==> config.mk <==
export PLATFORM = sky130hd
export DESIGN_NAME = addressed_serial_frame_receiver
export DESIGN_NICKNAME = d
export VERILOG_FILES = /design/src/rtl/core/asfr_pkg.sv /design/src/rtl/core/addressed_serial_frame_receiver.sv /design/src/rtl/core/asfr_cfg.sv /design/src/rtl/core/asfr_frame.sv
export SDC_FILE = /design/constraint.sdc
export NUM_CORES = 1
export LEC_CHECK = 0
export ABC_AREA = 1
export CORE_MARGIN = 2
export CORE_UTILIZATION = 45
export CTS_CLUSTER_DIAMETER = 60
export DETAILED_ROUTE_END_ITERATION = 6
export DONT_BUFFER_PORTS = 1
export GPL_ROUTABILITY_DRIVEN = 1
export GPL_TIMING_DRIVEN = 0
export PLACE_DENSITY_LB_ADDON = 0.05
export SLEW_MARGIN = 40
export SYNTH_ARGS = -nofsm -noshare
export SYNTH_HDL_FRONTEND = slang
export SYNTH_SLANG_ARGS = --single-unit
export TNS_END_PERCENT = 100
==> constraint.sdc <==
create_clock -name clk -period 6.93 [get_ports clk]
set_input_delay 0.693 -clock clk [delete_from_list [all_inputs] [get_ports clk]]
set_output_delay 0.693 -clock clk [all_outputs]
set_load 0.01 [all_outputs]
==> src/rtl/core/asfr_pkg.sv <==
`timescale 1ns / 1ps

package asfr_pkg;

	localparam int NUM_CHAN     = 4;
	localparam int ADDR_W       = 6;
	localparam int CFG_IDX_W    = 2;
	localparam int MAX_PAYLOAD  = 16384;
	localparam int HEADER_BYTES = 4;
	localparam int POS_W        = 15;
	localparam int LEN_W        = 16;

	localparam logic [7:0] BCAST_DEST = 8'hFF;

	// Header byte positions
	localparam logic [POS_W-1:0] POS_DEST   = POS_W'(0);
	localparam logic [POS_W-1:0] POS_LEN_HI = POS_W'(2);
	localparam logic [POS_W-1:0] POS_LEN_LO = POS_W'(3);

	typedef logic [ADDR_W-1:0] addr_t;

	localparam addr_t CHAN_RESET [NUM_CHAN] = '{
		ADDR_W'(2), ADDR_W'(6), ADDR_W'(7), ADDR_W'(8)
	};

	typedef enum logic [2:0] {
		ST_BUSY     = 3'd0,
		ST_ACCEPT   = 3'd1,
		ST_BCAST    = 3'd2,
		ST_BADSUM   = 3'd3,
		ST_NOADDR   = 3'd4,
		ST_OVERSIZE = 3'd5
	} status_t;

	typedef struct packed {
		logic [7:0]       data;
		logic [POS_W-1:0] position;
		logic             frame_end;
		status_t          status;
		logic [1:0]       channel;
		logic [LEN_W-1:0] payload_length;
	} result_t;

endpackage

==> src/rtl/core/addressed_serial_frame_receiver.sv <==
`timescale 1ns / 1ps

// Frame receiver for an addressed serial bus: takes one received byte per
// cycle and returns one result per byte, the byte echoed with its position
// in the frame (destination, command, 16-bit big-endian length, payload,
// checksum). The byte at position length+4 closes the frame with its
// outcome: accepted on a channel, broadcast, bad checksum or not addressed;
// a length above 16384 closes it at the low length byte as oversized. Each
// byte passes an input register and a result register before its result is
// presented; a new byte is taken every cycle while the output side keeps up.
// Channel addresses must be written through cfg_we/cfg_index/cfg_data only
// while no frame byte is in flight; the block itself does not enforce this.
module addressed_serial_frame_receiver (
	input  logic                            clk,
	input  logic                            arst_n,
	input  logic                            cfg_we,
	input  logic [asfr_pkg::CFG_IDX_W-1:0]  cfg_index,
	input  logic [asfr_pkg::ADDR_W-1:0]     cfg_data,
	input  logic                            in_valid,
	output logic                            in_stall,
	input  logic [7:0]                      rx_byte,
	output logic                            out_valid,
	input  logic                            out_stall,
	output logic [7:0]                      byte_out,
	output logic [asfr_pkg::POS_W-1:0]      position,
	output logic                            frame_end,
	output logic [2:0]                      status,
	output logic [1:0]                      channel,
	output logic [asfr_pkg::LEN_W-1:0]      payload_length
);
	import asfr_pkg::*;

	addr_t      chan_addr [NUM_CHAN];
	logic       valid_s1;
	logic [7:0] byte_s1;
	logic       valid_s2;
	result_t    result_s2;
	result_t    result;
	logic       advance;
	logic       step;

	assign advance  = !valid_s2 || !out_stall;
	assign in_stall = valid_s1 && !advance;
	assign step     = valid_s1 && advance;

	asfr_cfg u_cfg (
		.clk       (clk),
		.arst_n    (arst_n),
		.cfg_we    (cfg_we),
		.cfg_index (cfg_index),
		.cfg_data  (cfg_data),
		.chan_addr (chan_addr)
	);

	asfr_frame u_frame (
		.clk       (clk),
		.arst_n    (arst_n),
		.step      (step),
		.data      (byte_s1),
		.chan_addr (chan_addr),
		.result    (result)
	);

	always_ff @(posedge clk or negedge arst_n) begin
		if (!arst_n) begin
			valid_s1 <= 1'b0;
		end else if (!in_stall) begin
			valid_s1 <= in_valid;
		end
	end

	always_ff @(posedge clk) begin
		if (in_valid && !in_stall) begin
			byte_s1 <= rx_byte;
		end
	end

	always_ff @(posedge clk or negedge arst_n) begin
		if (!arst_n) begin
			valid_s2 <= 1'b0;
		end else if (advance) begin
			valid_s2 <= valid_s1;
		end
	end

	// hold the result while the output side stalls
	always_ff @(posedge clk) begin
		if (step) begin
			result_s2 <= result;
		end
	end

	assign out_valid      = valid_s2;
	assign byte_out       = result_s2.data;
	assign position       = result_s2.position;
	assign frame_end      = result_s2.frame_end;
	assign status         = 3'(result_s2.status);
	assign channel        = result_s2.channel;
	assign payload_length = result_s2.payload_length;

endmodule

==> src/rtl/core/asfr_cfg.sv <==
`timescale 1ns / 1ps

module asfr_cfg (
	input  logic                             clk,
	input  logic                             arst_n,
	input  logic                             cfg_we,
	input  logic [asfr_pkg::CFG_IDX_W-1:0]   cfg_index,
	input  asfr_pkg::addr_t                  cfg_data,
	output asfr_pkg::addr_t                  chan_addr [asfr_pkg::NUM_CHAN]
);
	import asfr_pkg::*;

	addr_t chan_addr_q [NUM_CHAN];

	always_ff @(posedge clk or negedge arst_n) begin
		if (!arst_n) begin
			for (int i = 0; i < NUM_CHAN; i++) begin
				chan_addr_q[i] <= CHAN_RESET[i];
			end
		end else if (cfg_we) begin
			for (int i = 0; i < NUM_CHAN; i++) begin
				if (cfg_index == CFG_IDX_W'(i)) begin
					chan_addr_q[i] <= cfg_data;
				end
			end
		end
	end

	assign chan_addr = chan_addr_q;

endmodule

==> src/rtl/core/asfr_frame.sv <==
`timescale 1ns / 1ps

module asfr_frame (
	input  logic               clk,
	input  logic               arst_n,
	input  logic               step,
	input  logic [7:0]         data,
	input  asfr_pkg::addr_t    chan_addr [asfr_pkg::NUM_CHAN],
	output asfr_pkg::result_t  result
);
	import asfr_pkg::*;

	logic [POS_W-1:0] byte_count_q;
	logic [7:0]       running_sum_q;
	logic [7:0]       dest_byte_q;
	logic [LEN_W-1:0] length_field_q;

	logic [7:0]       sum_next;
	logic [7:0]       dest_next;
	logic [LEN_W-1:0] len_next;
	logic [LEN_W:0]   end_pos;
	logic             oversize;
	logic             last;
	logic             done;
	logic             matched;
	logic [1:0]       match_chan;
	status_t          st;

	always_comb begin
		sum_next  = running_sum_q + data;
		dest_next = (byte_count_q == POS_DEST) ? data : dest_byte_q;
		len_next  = length_field_q;
		if (byte_count_q == POS_LEN_HI) begin
			len_next = {data, 8'h00};
		end else if (byte_count_q == POS_LEN_LO) begin
			len_next = {length_field_q[LEN_W-1:8], data};
		end
		end_pos  = {1'b0, len_next} + (LEN_W+1)'(HEADER_BYTES);
		oversize = (byte_count_q == POS_LEN_LO) && (len_next > LEN_W'(MAX_PAYLOAD));
		last     = (byte_count_q >= POS_W'(HEADER_BYTES))
			&& ((LEN_W+1)'(byte_count_q) == end_pos);
		done     = oversize || last;
	end

	// lowest matching channel wins
	always_comb begin
		matched    = 1'b0;
		match_chan = 2'd0;
		for (int i = NUM_CHAN - 1; i >= 0; i--) begin
			if (dest_next == 8'(chan_addr[i])) begin
				matched    = 1'b1;
				match_chan = 2'(i);
			end
		end
	end

	always_comb begin
		st = ST_BUSY;
		if (oversize) begin
			st = ST_OVERSIZE;
		end else if (last) begin
			if (sum_next != 8'h00) begin
				st = ST_BADSUM;
			end else if (dest_next == BCAST_DEST) begin
				st = ST_BCAST;
			end else if (matched) begin
				st = ST_ACCEPT;
			end else begin
				st = ST_NOADDR;
			end
		end
	end

	always_comb begin
		result.data           = data;
		result.position       = byte_count_q;
		result.frame_end      = done;
		result.status         = st;
		result.channel        = (st == ST_ACCEPT) ? match_chan : 2'd0;
		result.payload_length = len_next;
	end

	always_ff @(posedge clk or negedge arst_n) begin
		if (!arst_n) begin
			byte_count_q   <= '0;
			running_sum_q  <= '0;
			dest_byte_q    <= '0;
			length_field_q <= '0;
		end else if (step) begin
			if (done) begin
				byte_count_q   <= '0;
				running_sum_q  <= '0;
				dest_byte_q    <= '0;
				length_field_q <= '0;
			end else begin
				byte_count_q   <= byte_count_q + POS_W'(1);
				running_sum_q  <= sum_next;
				dest_byte_q    <= dest_next;
				length_field_q <= len_next;
			end
		end
	end

endmodule
# After elaboration in Yosys (flattened, before gate mapping)
# Index checks and enable logic that the tools add are counted.
totals:
  ff_bits: 126
  in_bits: 21
  out_inout_bits: 47
op_classes:
  bitwise: 1
  n_addsub: 3
  n_eq_ne: 12
  n_lt_le_gt_ge: 2
  n_reduce_logical: 20
  n_mux: 19
ops:
  columns: ["cell", "count"]
  rows:
  - ["8-bit by 6-bit == test with 1-bit output", 4]
  - ["16-bit 2-to-1 mux", 2]
  - ["8-bit 2-to-1 mux", 4]
  - ["15-bit by 2-bit == test with 1-bit output (second input constant)", 2]
  - ["16-bit by 3-bit adder with 17-bit output (second input constant)", 1]
  - ["15-bit by 17-bit == test with 1-bit output", 1]
  - ["16-bit by 15-bit greater-than comparator with 1-bit output (second input constant)", 1]
  - ["15-bit by 1-bit adder with 15-bit output (second input constant)", 1]
  - ["15-bit by 3-bit >= comparator with 1-bit output (second input constant)", 1]
  - ["15-bit zero test", 1]
  - ["15-bit 2-to-1 mux", 1]
  - ["3-bit 2-to-1 mux", 5]
  - ["8-bit adder", 1]
  - ["8-bit == test (second input constant)", 1]
  - ["2-bit AND reduction", 4]
  - ["8-bit nonzero test", 1]
  - ["1-bit logical AND", 5]
  - ["1-bit 2-to-1 mux", 5]
  - ["2-bit == test (second input constant)", 2]
  - ["1-bit zero test", 4]
  - ["2-bit 2-to-1 mux", 2]
  - ["3-bit by 1-bit == test with 1-bit output (second input constant)", 1]
  - ["3-bit OR reduction", 1]
  - ["2-bit by 1-bit == test with 1-bit output (second input constant)", 1]
  - ["other kinds (4)", 5]

# Logic depth before layout (Yosys ltp)
depth:
  depth_word: 15
  depth_mapped: 25
  depth_no_buf: 24

# Cells and area by module
# Synthesis repeated with hierarchy kept, for this count alone.
unflattened:
  hier_cells: 841
  hier_area_um2: 7180.6
modules_own_cells:
  columns: ["mod", "n_inst", "area_per_inst_um2", "cells_each"]
  rows:
  - ["asfr_frame", 1, 4409.2, 666]
  - ["addressed_serial_frame_receiver", 1, 1686.6, 65]
  - ["asfr_cfg", 1, 1084.8, 110]

# Worst setup path after synthesis
# Ideal clock, no wire load.
synth_path:
  path_type: "register -> register"
  startpoint: "reg u_frame.byte_count_q[12]"
  endpoint: "reg u_frame.length_field_q[10]"
  n_path_buf: 3
  path_stages_with_launch: 23
  setup_time_ps: 202
  synth_period_minus_slack_ps: 3246
  setup_slack_ps: 3684
  arrival_ps: 3044
  cell_sequence: "dfrtp_1 > nor2_1 > nand2_1 > nor2_4 > buf_6 > buf_8 > nand3_2 > a21boi_0 > inv_1 > ha_1 > xnor2_1 > nand2_1 > a21oi_1 > nand2_1 > nor2_1 > nand2_1 > nor2_1 > nand3_1 > nor2_4 > nand3_4 > nand2_2 > buf_6 > o22ai_1"
synth_rtl:
  columns: ["element", "line", "source"]
  rows:
  - ["start: declaration", "asfr_frame.sv:13", "logic [POS_W-1:0] byte_count_q;"]
  - ["start signal: assignment", "asfr_frame.sv:96", "byte_count_q <= byte_count_q + POS_W'(1);"]
  - ["end signal: assignment", "asfr_frame.sv:99", "length_field_q <= len_next;"]
  - ["end: declaration", "asfr_frame.sv:16", "logic [LEN_W-1:0] length_field_q;"]

==> out/qor.yml <==
wl_per_cell_um: 16.1
cts_tree: "done"
p_per_area_mw_per_mm2: 388
cts_buffers: 17
setup_tns_ns: 0
die_w_um: 128
rr_startpoint: "u_frame.byte_count_q[0]"
port_buffers: 0
syn_nets: 838
syn_to_final_growth_pct: 12.1
ys_top_cells_by_count: "nand2_1, inv_1, dfrtp_1, edfxtp_1, nor2_1"
r2r_end: "u_frame.running_sum_q[1]"
yosysWarnings: 0
hold_class: "primary input to asynchronous set/reset pin"
finalNetCount: 859
antenna_found_initial: 0
drt-initial-drc-count: 319
gp_congestion: 0.855
cts-root-buf: "clkbuf_16"
grt_pass1_wl_mm: 27.1
detail-route-antenna-nets: 0
dp.cells: 993
clk_latency_ns: 0.43
ctsHoldBuffers: 1
synth_ff_type: "dfrtp_1"
firstDrtPassIters: 4
grt_max_degree: 67
drt-vias-per-instance: 5.06
drc: 0
reg2reg_depth: 22
slew_headroom_pct: 58.2
synth.top_cells.by_area: "dfrtp_1, edfxtp_1, nand2_1"
drv_cap: 0
worst-r2r-setup-slack_ns: 2.81
synth_seq_area_share_pct: 49.8
crit_path_end_kind: "register"
critPathLaunchType: "register"
required_ns: 7.21
diodes: 0
critical_path_arrival_ns: 4.39
syn_avg_cell_area_um2: 8.56
hold_violations: 0
htreeDepth: 4
netlist_area_mm2: 0.00688
grt_pass1_vias: 5249
drive_gt1_share_pct: 13.4
synth_top_area_share_pct: 24.0
clk_path_buf_depth: 2
stdcell_count: 1026
cts_sinks: 126
fp.dieArea_mm2: 0.0163
final_cell_area_mm2: 0.00772
post-route-util_pct: 51.1
initial_core_util_pct: 45.6
coreArea_mm2: 0.0151
synth_seq_cells: 126
place_area_mm2: 0.00714
path_clk_slew_ns: 0.05
ys_types: 38
yosysTopAreaCell: "dfrtp_1"
io_pins: 68
cts_resized: 0
cpMostUsedCell: "nand2_1"
critPathMaxFanout: 10
path_class: "register to register"
fin_ws_ns: 2.81
fin_skew_ns: 0.0167
post-dp-hpwl_mm: 12.2
yosysMostFrequentCell: "nand2_1"
rows: 45
min_period_over_period_pct: 59.4
ys_async_sr_fraction_pct: 57.9
cts_setup_buffers: 0
fmax_ghz: 0.243
synth-edff-count: 53
overflow: 0
worstMarginPinSlew_ns: 0.621
fin_crit_ns: 4.12
setup_viol: 0
grt_use_total_pct: 21.8
wirelength_mm: 16.5
critPathSlowestCell: "a21boi_0"
slowest_delay_ns: 0.54
dieHeight_um: 128
ir_worst_vdd_mv: 0.169
status: "completed"
fill_cells: 1455
netlist_instances: 804
vias: 5192
rsz0062_at_grt: "false"
worstPathCellList: "inv_1 -> ha_1 -> nand2_1 -> nor2_4 -> nand2_4 -> buf_6 -> a21boi_0 -> inv_1 -> ha_1 -> xnor2_1 -> nand2_1 -> a21oi_1 -> nand2_1 -> nor2_1 -> nand2_1 -> nor2_1 -> nand3_1 -> nor2_4 -> nand3_4 -> nand2_2 -> buf_6 -> o22ai_1"
slew_viol_final: 0
leakage_nw: 3.59
place_ws_ns: 2.78
## critical path: cells and delay by family (launching register included)
kind | cells | cell delay (ns)
fa+ha+maj | 2 | 0.55
compound gates | 3 | 0.73
flops | 1 | 0.45
simple gates | 12 | 1.51
xor+xnor | 1 | 0.16
buf+inv | 4 | 0.60
## sequential cells by signal (all words and copies together) (netlist names), 2 cells and up
name / flops
u_frame.length_field_q: 16
u_frame.byte_count_q: 15
position: 15
byte_out: 8
u_frame.running_sum_q: 8
payload_length: 16
byte_s1: 8
u_cfg.chan_addr: 24
channel: 2
u_frame.dest_byte_q: 8
status: 3
## cells in the final DEF (no fill, tap or decap), drive strengths merged, types with 4 or more instances in the layout
cell type  instances
a21oi             11
buf               11
clkbuf            41
dfrtp             66
dfstp              7
edfxtp            53
ha                12
inv              110
nand2            255
nand3             52
nand3b             4
nand4             21
nor2              76
nor3               5
o21ai             51
o22ai             23
or2                5
xnor2             13
xor2              15
## power breakdown
| part | total (mW) | internal, mW | switching [mW] |
|---|---|---|---|
| logic | 1.02 | 0.354 | 0.662 |
| registers | 1.15 | 1.00 | 0.146 |
| clock network | 0.835 | 0.531 | 0.304 |
## layout make-up
| class | count | area (um^2) | share of cell area [%] |
|---|---|---|---|
| flip-flops and latches | 126 | 3430 | 44.4 |
| multi-input cells | 548 | 2900 | 37.5 |
| clock buffers | 30 | 514 | 6.66 |
| inverters | 110 | 413 | 5.35 |
| well taps | 188 | 235 | 3.05 |
| plain buffers | 20 | 150 | 1.95 |
| repair buffers | 2 | 47.5 | 0.616 |
| clock inverters | 2 | 35.0 | 0.454 |
## how the worst max path moves through the flow
stage	slack [ns]	to	start	cells after the start
after floorplan	3.68	u_frame.length_field_q[10]	u_frame.byte_count_q[12]	22
after global placement	2.66	payload_length[9]	out_stall	5
after detailed placement	2.78	u_frame.running_sum_q[1]	u_frame.byte_count_q[0]	22
after CTS	2.75	u_frame.running_sum_q[1]	u_frame.byte_count_q[0]	22
after global routing	2.48	u_frame.running_sum_q[1]	u_frame.byte_count_q[0]	22
final	2.81	u_frame.running_sum_q[1]	u_frame.byte_count_q[0]	22
## kinds of logic (layout without fill, tap and decap cells)
family | Yosys count | after routing | synth area share [%]
AOI/OAI and AO/OA | 89 | 89 | 7.33
and+or+nand+nor | 418 | 418 | 28.7
buffers and inverters | 130 | 164 | 8.13
DFF | 126 | 126 | 49.8
adders and majority gates | 13 | 13 | 2.47
xor gates and xnor gates | 28 | 28 | 3.56
## metrics by stage
step	hold slack (ns)	power [mW]
6_report	0.107	3.00
5_1_grt	0.0819	3.20
4_1_cts	0.0937	3.01
3_5_place_dp	0.400	2.16
3_3_place_gp	0.400	2.14
2_1_floorplan	0.397	1.91
## layer usage
layer | part of all wire [%] | wire length, um | global-route usage, %
met5 | 0 | 0 | 0
met4 | 0.95 | 158 | 8.08
met3 | 4.1 | 683 | 5.05
met2 | 50 | 8250 | 37.0
met1 | 45 | 7450 | 27.3
Note: power is estimated with default switching activity, not from simulation.
